**src/rtl/mvsm_pkg.sv**
```systemverilog
`timescale 1ns / 1ps
// ----------------------------------------------------------------------------
// mvsm_pkg
// Shared sizes, command and status codes, and the microcode store of the
// multi-voice sample mixer.
// ----------------------------------------------------------------------------
package mvsm_pkg;

  // Sizes of the voice table and the sample store (store depth is a power of two).
  localparam int NUM_VOICES  = 8;
  localparam int STORE_DEPTH = 65536;
  localparam int STORE_AW    = $clog2(STORE_DEPTH);
  localparam int VIDX_W      = (NUM_VOICES > 1) ? $clog2(NUM_VOICES) : 1;

  // Field widths.
  localparam int CMD_W    = 2;
  localparam int ADDR_W   = 16;
  localparam int SAMPLE_W = 16;
  localparam int LEN_W    = 17;
  localparam int STATUS_W = 2;
  localparam int SLOT_W   = 3;

  // Address sum wide enough for start plus position at any store depth.
  localparam int ASUM_W = ((LEN_W + 1) > STORE_AW) ? (LEN_W + 1) : STORE_AW;

  // Mix accumulator: one sign bit and enough headroom for every voice.
  localparam int SUM_W = SAMPLE_W + VIDX_W + 1;
  localparam logic signed [SUM_W-1:0] SUM_MAX = SUM_W'(2 ** (SAMPLE_W - 1) - 1);
  localparam logic signed [SUM_W-1:0] SUM_MIN = SUM_W'(-(2 ** (SAMPLE_W - 1)));
  localparam logic signed [SAMPLE_W-1:0] SAMPLE_MAX = SAMPLE_W'(2 ** (SAMPLE_W - 1) - 1);
  localparam logic signed [SAMPLE_W-1:0] SAMPLE_MIN = SAMPLE_W'(2 ** (SAMPLE_W - 1));

  // Commands.
  localparam logic [CMD_W-1:0] CMD_WRITE = 2'd0;
  localparam logic [CMD_W-1:0] CMD_QUEUE = 2'd1;
  localparam logic [CMD_W-1:0] CMD_MIX   = 2'd2;

  // Status codes.
  localparam logic [STATUS_W-1:0] ST_OK    = 2'd0;
  localparam logic [STATUS_W-1:0] ST_FULL  = 2'd1;
  localparam logic [STATUS_W-1:0] ST_EMPTY = 2'd2;

  // Datapath micro-operations.
  localparam int UOP_W = 3;
  localparam logic [UOP_W-1:0] UOP_NOP   = 3'd0;
  localparam logic [UOP_W-1:0] UOP_WRITE = 3'd1;
  localparam logic [UOP_W-1:0] UOP_QUEUE = 3'd2;
  localparam logic [UOP_W-1:0] UOP_CLEAR = 3'd3;
  localparam logic [UOP_W-1:0] UOP_ISSUE = 3'd4;
  localparam logic [UOP_W-1:0] UOP_TAIL  = 3'd5;
  localparam logic [UOP_W-1:0] UOP_SAT   = 3'd6;

  // Sequencer jump conditions.
  localparam int JC_W = 3;
  localparam logic [JC_W-1:0] JC_NEXT     = 3'd0;
  localparam logic [JC_W-1:0] JC_JUMP     = 3'd1;
  localparam logic [JC_W-1:0] JC_DISPATCH = 3'd2;
  localparam logic [JC_W-1:0] JC_LOOP     = 3'd3;
  localparam logic [JC_W-1:0] JC_OUTPUT   = 3'd4;

  // Program steps.
  localparam int STEP_W = 3;
  localparam logic [STEP_W-1:0] STEP_IDLE   = 3'd0;
  localparam logic [STEP_W-1:0] STEP_WRITE  = 3'd1;
  localparam logic [STEP_W-1:0] STEP_QUEUE  = 3'd2;
  localparam logic [STEP_W-1:0] STEP_MIXCLR = 3'd3;
  localparam logic [STEP_W-1:0] STEP_MIXRUN = 3'd4;
  localparam logic [STEP_W-1:0] STEP_MIXTL  = 3'd5;
  localparam logic [STEP_W-1:0] STEP_MIXSAT = 3'd6;
  localparam logic [STEP_W-1:0] STEP_FINISH = 3'd7;

  typedef struct packed {
    logic [UOP_W-1:0]  uop;
    logic [JC_W-1:0]   jc;
    logic [STEP_W-1:0] target;
  } ucode_word_t;

  // Control from the sequencer to the datapath.
  typedef struct packed {
    logic             start;
    logic [UOP_W-1:0] uop;
  } dp_ctrl_t;

  // Status from the datapath to the sequencer.
  typedef struct packed {
    logic idx_last;
  } dp_stat_t;

  // One result beat.
  typedef struct packed {
    logic [SLOT_W-1:0]          slot_taken;
    logic [STATUS_W-1:0]        status;
    logic                       clipped;
    logic signed [SAMPLE_W-1:0] mixed_sample;
  } result_t;

  // Microcode store.
  function automatic ucode_word_t ucode_rom(input logic [STEP_W-1:0] step);
    ucode_word_t w;
    unique case (step)
      STEP_IDLE:   w = '{uop: UOP_NOP,   jc: JC_DISPATCH, target: STEP_IDLE};
      STEP_WRITE:  w = '{uop: UOP_WRITE, jc: JC_JUMP,     target: STEP_FINISH};
      STEP_QUEUE:  w = '{uop: UOP_QUEUE, jc: JC_JUMP,     target: STEP_FINISH};
      STEP_MIXCLR: w = '{uop: UOP_CLEAR, jc: JC_NEXT,     target: STEP_IDLE};
      STEP_MIXRUN: w = '{uop: UOP_ISSUE, jc: JC_LOOP,     target: STEP_MIXRUN};
      STEP_MIXTL:  w = '{uop: UOP_TAIL,  jc: JC_NEXT,     target: STEP_IDLE};
      STEP_MIXSAT: w = '{uop: UOP_SAT,   jc: JC_NEXT,     target: STEP_IDLE};
      STEP_FINISH: w = '{uop: UOP_NOP,   jc: JC_OUTPUT,   target: STEP_IDLE};
      default:     w = '{uop: UOP_NOP,   jc: JC_JUMP,     target: STEP_IDLE};
    endcase
    return w;
  endfunction

  // Entry step for each command; the unused command goes straight to the result.
  function automatic logic [STEP_W-1:0] dispatch(input logic [CMD_W-1:0] cmd);
    logic [STEP_W-1:0] s;
    unique case (cmd)
      CMD_WRITE: s = STEP_WRITE;
      CMD_QUEUE: s = STEP_QUEUE;
      CMD_MIX:   s = STEP_MIXCLR;
      default:   s = STEP_FINISH;
    endcase
    return s;
  endfunction

endpackage

```
**src/rtl/mvsm_sequencer.sv**
```systemverilog
`timescale 1ns / 1ps
// ----------------------------------------------------------------------------
// mvsm_sequencer
// Step counter over the microcode store, with command dispatch, the voice
// loop and the wait for a free output register as conditional jumps.
// ----------------------------------------------------------------------------
module mvsm_sequencer
  import mvsm_pkg::*;
(
  input  logic             clk,
  input  logic             rst,
  input  logic             in_valid,
  input  logic [CMD_W-1:0] in_cmd,
  input  dp_stat_t         stat,
  input  logic             out_free,
  output logic             in_ready,
  output logic             out_load,
  output dp_ctrl_t         ctrl
);

  logic [STEP_W-1:0] step;
  logic [STEP_W-1:0] step_next;
  ucode_word_t       cw;
  logic              in_fire;

  assign cw       = ucode_rom(step);
  assign in_ready = (cw.jc == JC_DISPATCH);
  assign in_fire  = in_ready && in_valid;
  assign out_load = (cw.jc == JC_OUTPUT) && out_free;

  assign ctrl.start = in_fire;
  assign ctrl.uop   = cw.uop;

  // Next step from the jump condition of the current control word.
  always_comb begin
    step_next = step;
    unique case (cw.jc)
      JC_NEXT:     step_next = step + 1'b1;
      JC_JUMP:     step_next = cw.target;
      JC_DISPATCH: begin
        if (in_fire) begin
          step_next = dispatch(in_cmd);
        end
      end
      JC_LOOP:     step_next = stat.idx_last ? (step + 1'b1) : cw.target;
      JC_OUTPUT: begin
        if (out_free) begin
          step_next = cw.target;
        end
      end
      default:     step_next = STEP_IDLE;
    endcase
  end

  always_ff @(posedge clk) begin
    if (rst) begin
      step <= STEP_IDLE;
    end else begin
      step <= step_next;
    end
  end

endmodule

```
**config.mk**
```make
export PLATFORM = sky130hd
export DESIGN_NAME = mvsm_sequencer
export DESIGN_NICKNAME = d
export VERILOG_FILES = /design/src/rtl/mvsm_pkg.sv /design/src/rtl/mvsm_sequencer.sv
export SDC_FILE = /design/constraint.sdc
export NUM_CORES = 1
export LEC_CHECK = 0
export BUFFER_PORTS_ARGS = -buffer_cell sky130_fd_sc_hd__buf_4
export CAP_MARGIN = 15
export CELL_PAD_IN_SITES_DETAIL_PLACEMENT = 1
export CELL_PAD_IN_SITES_GLOBAL_PLACEMENT = 2
export CORE_UTILIZATION = 32
export CTS_CLUSTER_DIAMETER = 80
export DETAILED_ROUTE_END_ITERATION = 16
export MAX_ROUTING_LAYER = met4
export PLACE_DENSITY = 0.82
export SLEW_MARGIN = 20
export SYNTH_ARGS = -nofsm -noshare
export SYNTH_HDL_FRONTEND = slang
export SYNTH_SLANG_ARGS = --single-unit
```
**constraint.sdc**
```tcl
create_clock -name clk -period 2.6 [get_ports clk]
set_input_delay 0.52 -clock clk [delete_from_list [all_inputs] [get_ports clk]]
set_output_delay 0.52 -clock clk [all_outputs]
set_load 0.1 [all_outputs]
```
==> impl_metrics.ini <==
[routing]
vias = 555
wl_um = 1420
antenna_left = 0
wl_per_cell_um = 12.7
first_pass_iters = 4
vias_per_cell = 5.00
drc = 0
drt_iter0_markers = 6

[sta]
finalCritPeriodShare = 0.856
fmax_mhz = 450
slew-limit-headroom = 0.713
worstMarginPinSlew_ps = 430
final.setup_skew_ps = 1.50
drv_slew = 0
setup_viol = 0
rsz0062_at_grt = no
finalHoldViolCount = 0
period_needed_ps = 2220

[status]
status = completed

[critical_path]
crit_end = cw[3]$_DFF_P_
critPathLaunchType = flip-flop
crit_fanout = 11
reg2reg_slack_ps = 380
critPathCaptureType = flip-flop
r2r_cells = 7
timing.critical_path.from = cw[3]$_DFF_P_
critPathKind = reg2reg
r2r-start = cw[3]$_DFF_P_
r2r-end = cw[3]$_DFF_P_
arrival_ps = 2370
worstPathRequired_ps = 2750

[clocking]
numCtsBuffers = 3
clk_latency_ps = 260
clk_path_buf_depth = 2
cts_setup_buffers = 0
cts_resized = 0
path_clk_slew_ps = 60
numClockSinks = 10
cts_root_buffer = clkbuf_4
cts_hold_buf = 0
cts_tree = yes
htreeDepth = 1

[global_route]
grt_use_total = 0.140
grt_pass1_vias = 555
grt_pass1_wl_um = 2520
antenna_found_initial = 0
overflow = 0
grt_max_degree = 14

[floorplan]
start_util = 0.355
dieWidth_um = 49.6
row_count = 16
die-area_sq_mm = 0.00246
num_io_pins = 13
core_area_sq_mm = 0.00204
chipHeight_um = 49.6

[synth]
yosysSeqAreaShare = 0.276
synthTopCellsByArea = dfxtp_1 28%, ha_1 8.6%, buf_6 4.7%
ys_warn_count = 0
syn_area_per_cell_sq_um = 9.53
synth_top_area_cell = dfxtp_1
synth_cells = 76
syn_nets = 88
synth_cell_type_count = 39
synth_top_cell_area_share = 0.276
synth_area_sq_um = 724
ys_ff_latch = 10

[placed_design]
port_buffers = 12
dp_hpwl_um = 1120
gp_congestion = 0.747

[finish]
finish.utilization = 0.406
nets = 97
syn2layout_area_growth_pct = 14.5
drive_above_1_share = 0.357
insertedDiodeCount = 0
layout_commonest_cell = buf_4
layout_common_cells = 12 x buf_4, 9 x dfxtp_1, 5 x nor2_1, 5 x ha_1

[flow_run]
maxCapViolCount = 0

[hold_path]
min_path_type = in2reg
## synthesized netlist by cell type
| library cell | instances |
|---|---|
| dfxtp_1 | 10 |
| ha_1 | 5 |
| nor2_1 | 5 |
| buf_4 | 4 |
| inv_1 | 4 |
| nand2b_1 | 4 |
| buf_6 | 3 |
| and3_1 | 2 |
| inv_2 | 2 |
| nand3_1 | 2 |
| nand3b_1 | 2 |
| nor2b_1 | 2 |
| nor3_1 | 2 |
| nor3b_1 | 2 |
| nor3b_2 | 2 |
| or2_1 | 2 |
| a211oi_1 | 1 |
| a211oi_2 | 1 |
| a21o_1 | 1 |
| a21oi_1 | 1 |
| a22o_1 | 1 |
| a22oi_2 | 1 |
| a32o_1 | 1 |
| and2_1 | 1 |
| and3b_1 | 1 |
| buf_1 | 1 |
| mux2_4 | 1 |
| nand2_1 | 1 |
| nor2_4 | 1 |
| nor3_2 | 1 |
| o2111ai_1 | 1 |
| o211ai_1 | 1 |
| o21ai_0 | 1 |
| o21ai_1 | 1 |
| o21bai_1 | 1 |
| o21bai_2 | 1 |
| o221a_4 | 1 |
| o32a_4 | 1 |
| xor2_1 | 1 |
## cell families (layout without fill, tap and decap cells)
| kind of cell | Yosys count | count (layout) | share of synthesized area |
|---|---|---|---|
| flops | 10 | 10 | 0.276 |
| xor+xnor | 1 | 1 | 0.0121 |
| buf+inv | 14 | 22 | 0.124 |
| mux | 1 | 1 | 0.0207 |
| compound gates | 15 | 15 | 0.209 |
| fa+ha+maj | 5 | 5 | 0.0864 |
| simple gates | 30 | 30 | 0.271 |
## sequential cells by signal (all words and copies together), names as in the netlist
name / flops
cw: 7
step: 3
## cell type report
cell class / count / area (sq um)
inverter: 6 / 22.5
multi-input combinational: 52 / 445
clock buffer: 4 / 36.3
fill: 257 / 1210
timing repair buffer: 12 / 90.1
sequential: 10 / 201
tap: 27 / 33.8
## through the flow
stage | instance area (sq um) | std cells | hold WS (ps) | setup slack [ps] | TNS, ps
after detailed placement | 793 | 107 | 719 | 400 | 0
after global placement | 793 | 107 | 690 | 424 | 0
after global routing | 830 | 111 | 514 | 206 | 0
final | 830 | 111 | 514 | 375 | 0
after CTS | 830 | 111 | 510 | 370 | 0
after floorplan | 737 | 76 | 636 | -13.1 | -13.1
## layer usage
layer,up-vias,share of wire,global-route usage
met5,-,0,-
met4,0,0.017,0.0571
met3,4,0.029,0.0216
met2,9,0.53,0.243
met1,264,0.42,0.159
li1,278,-,-
## worst min-delay path by stage
stage | start | endpoint | slack (ps) | depth (start not counted)
6_report | rst | step[2]$_SDFFE_PP0N_ | 510 | 2
3_5_place_dp | step[1]$_SDFFE_PP0N_ | step[1]$_SDFFE_PP0N_ | 720 | 4
4_1_cts | rst | step[2]$_SDFFE_PP0N_ | 510 | 2
2_1_floorplan | step[1]$_SDFFE_PP0N_ | step[1]$_SDFFE_PP0N_ | 640 | 4
5_1_grt | rst | cw[8]$_SDFF_PN0_ | 510 | 2
3_3_place_gp | step[1]$_SDFFE_PP0N_ | step[1]$_SDFFE_PP0N_ | 690 | 4
## worst max-delay path: stages, from the launching register on
cell      delay (ps)
dfxtp_1          580
or2_1            200
nand2_1           60
a32o_1           200
a211oi_2         380
or2_1            190
ha_1             240
mux2_4           260
Power is left out: the tool's default activity adds up to more than one toggle a clock period on the data nets, which glitch-free logic cannot reach.
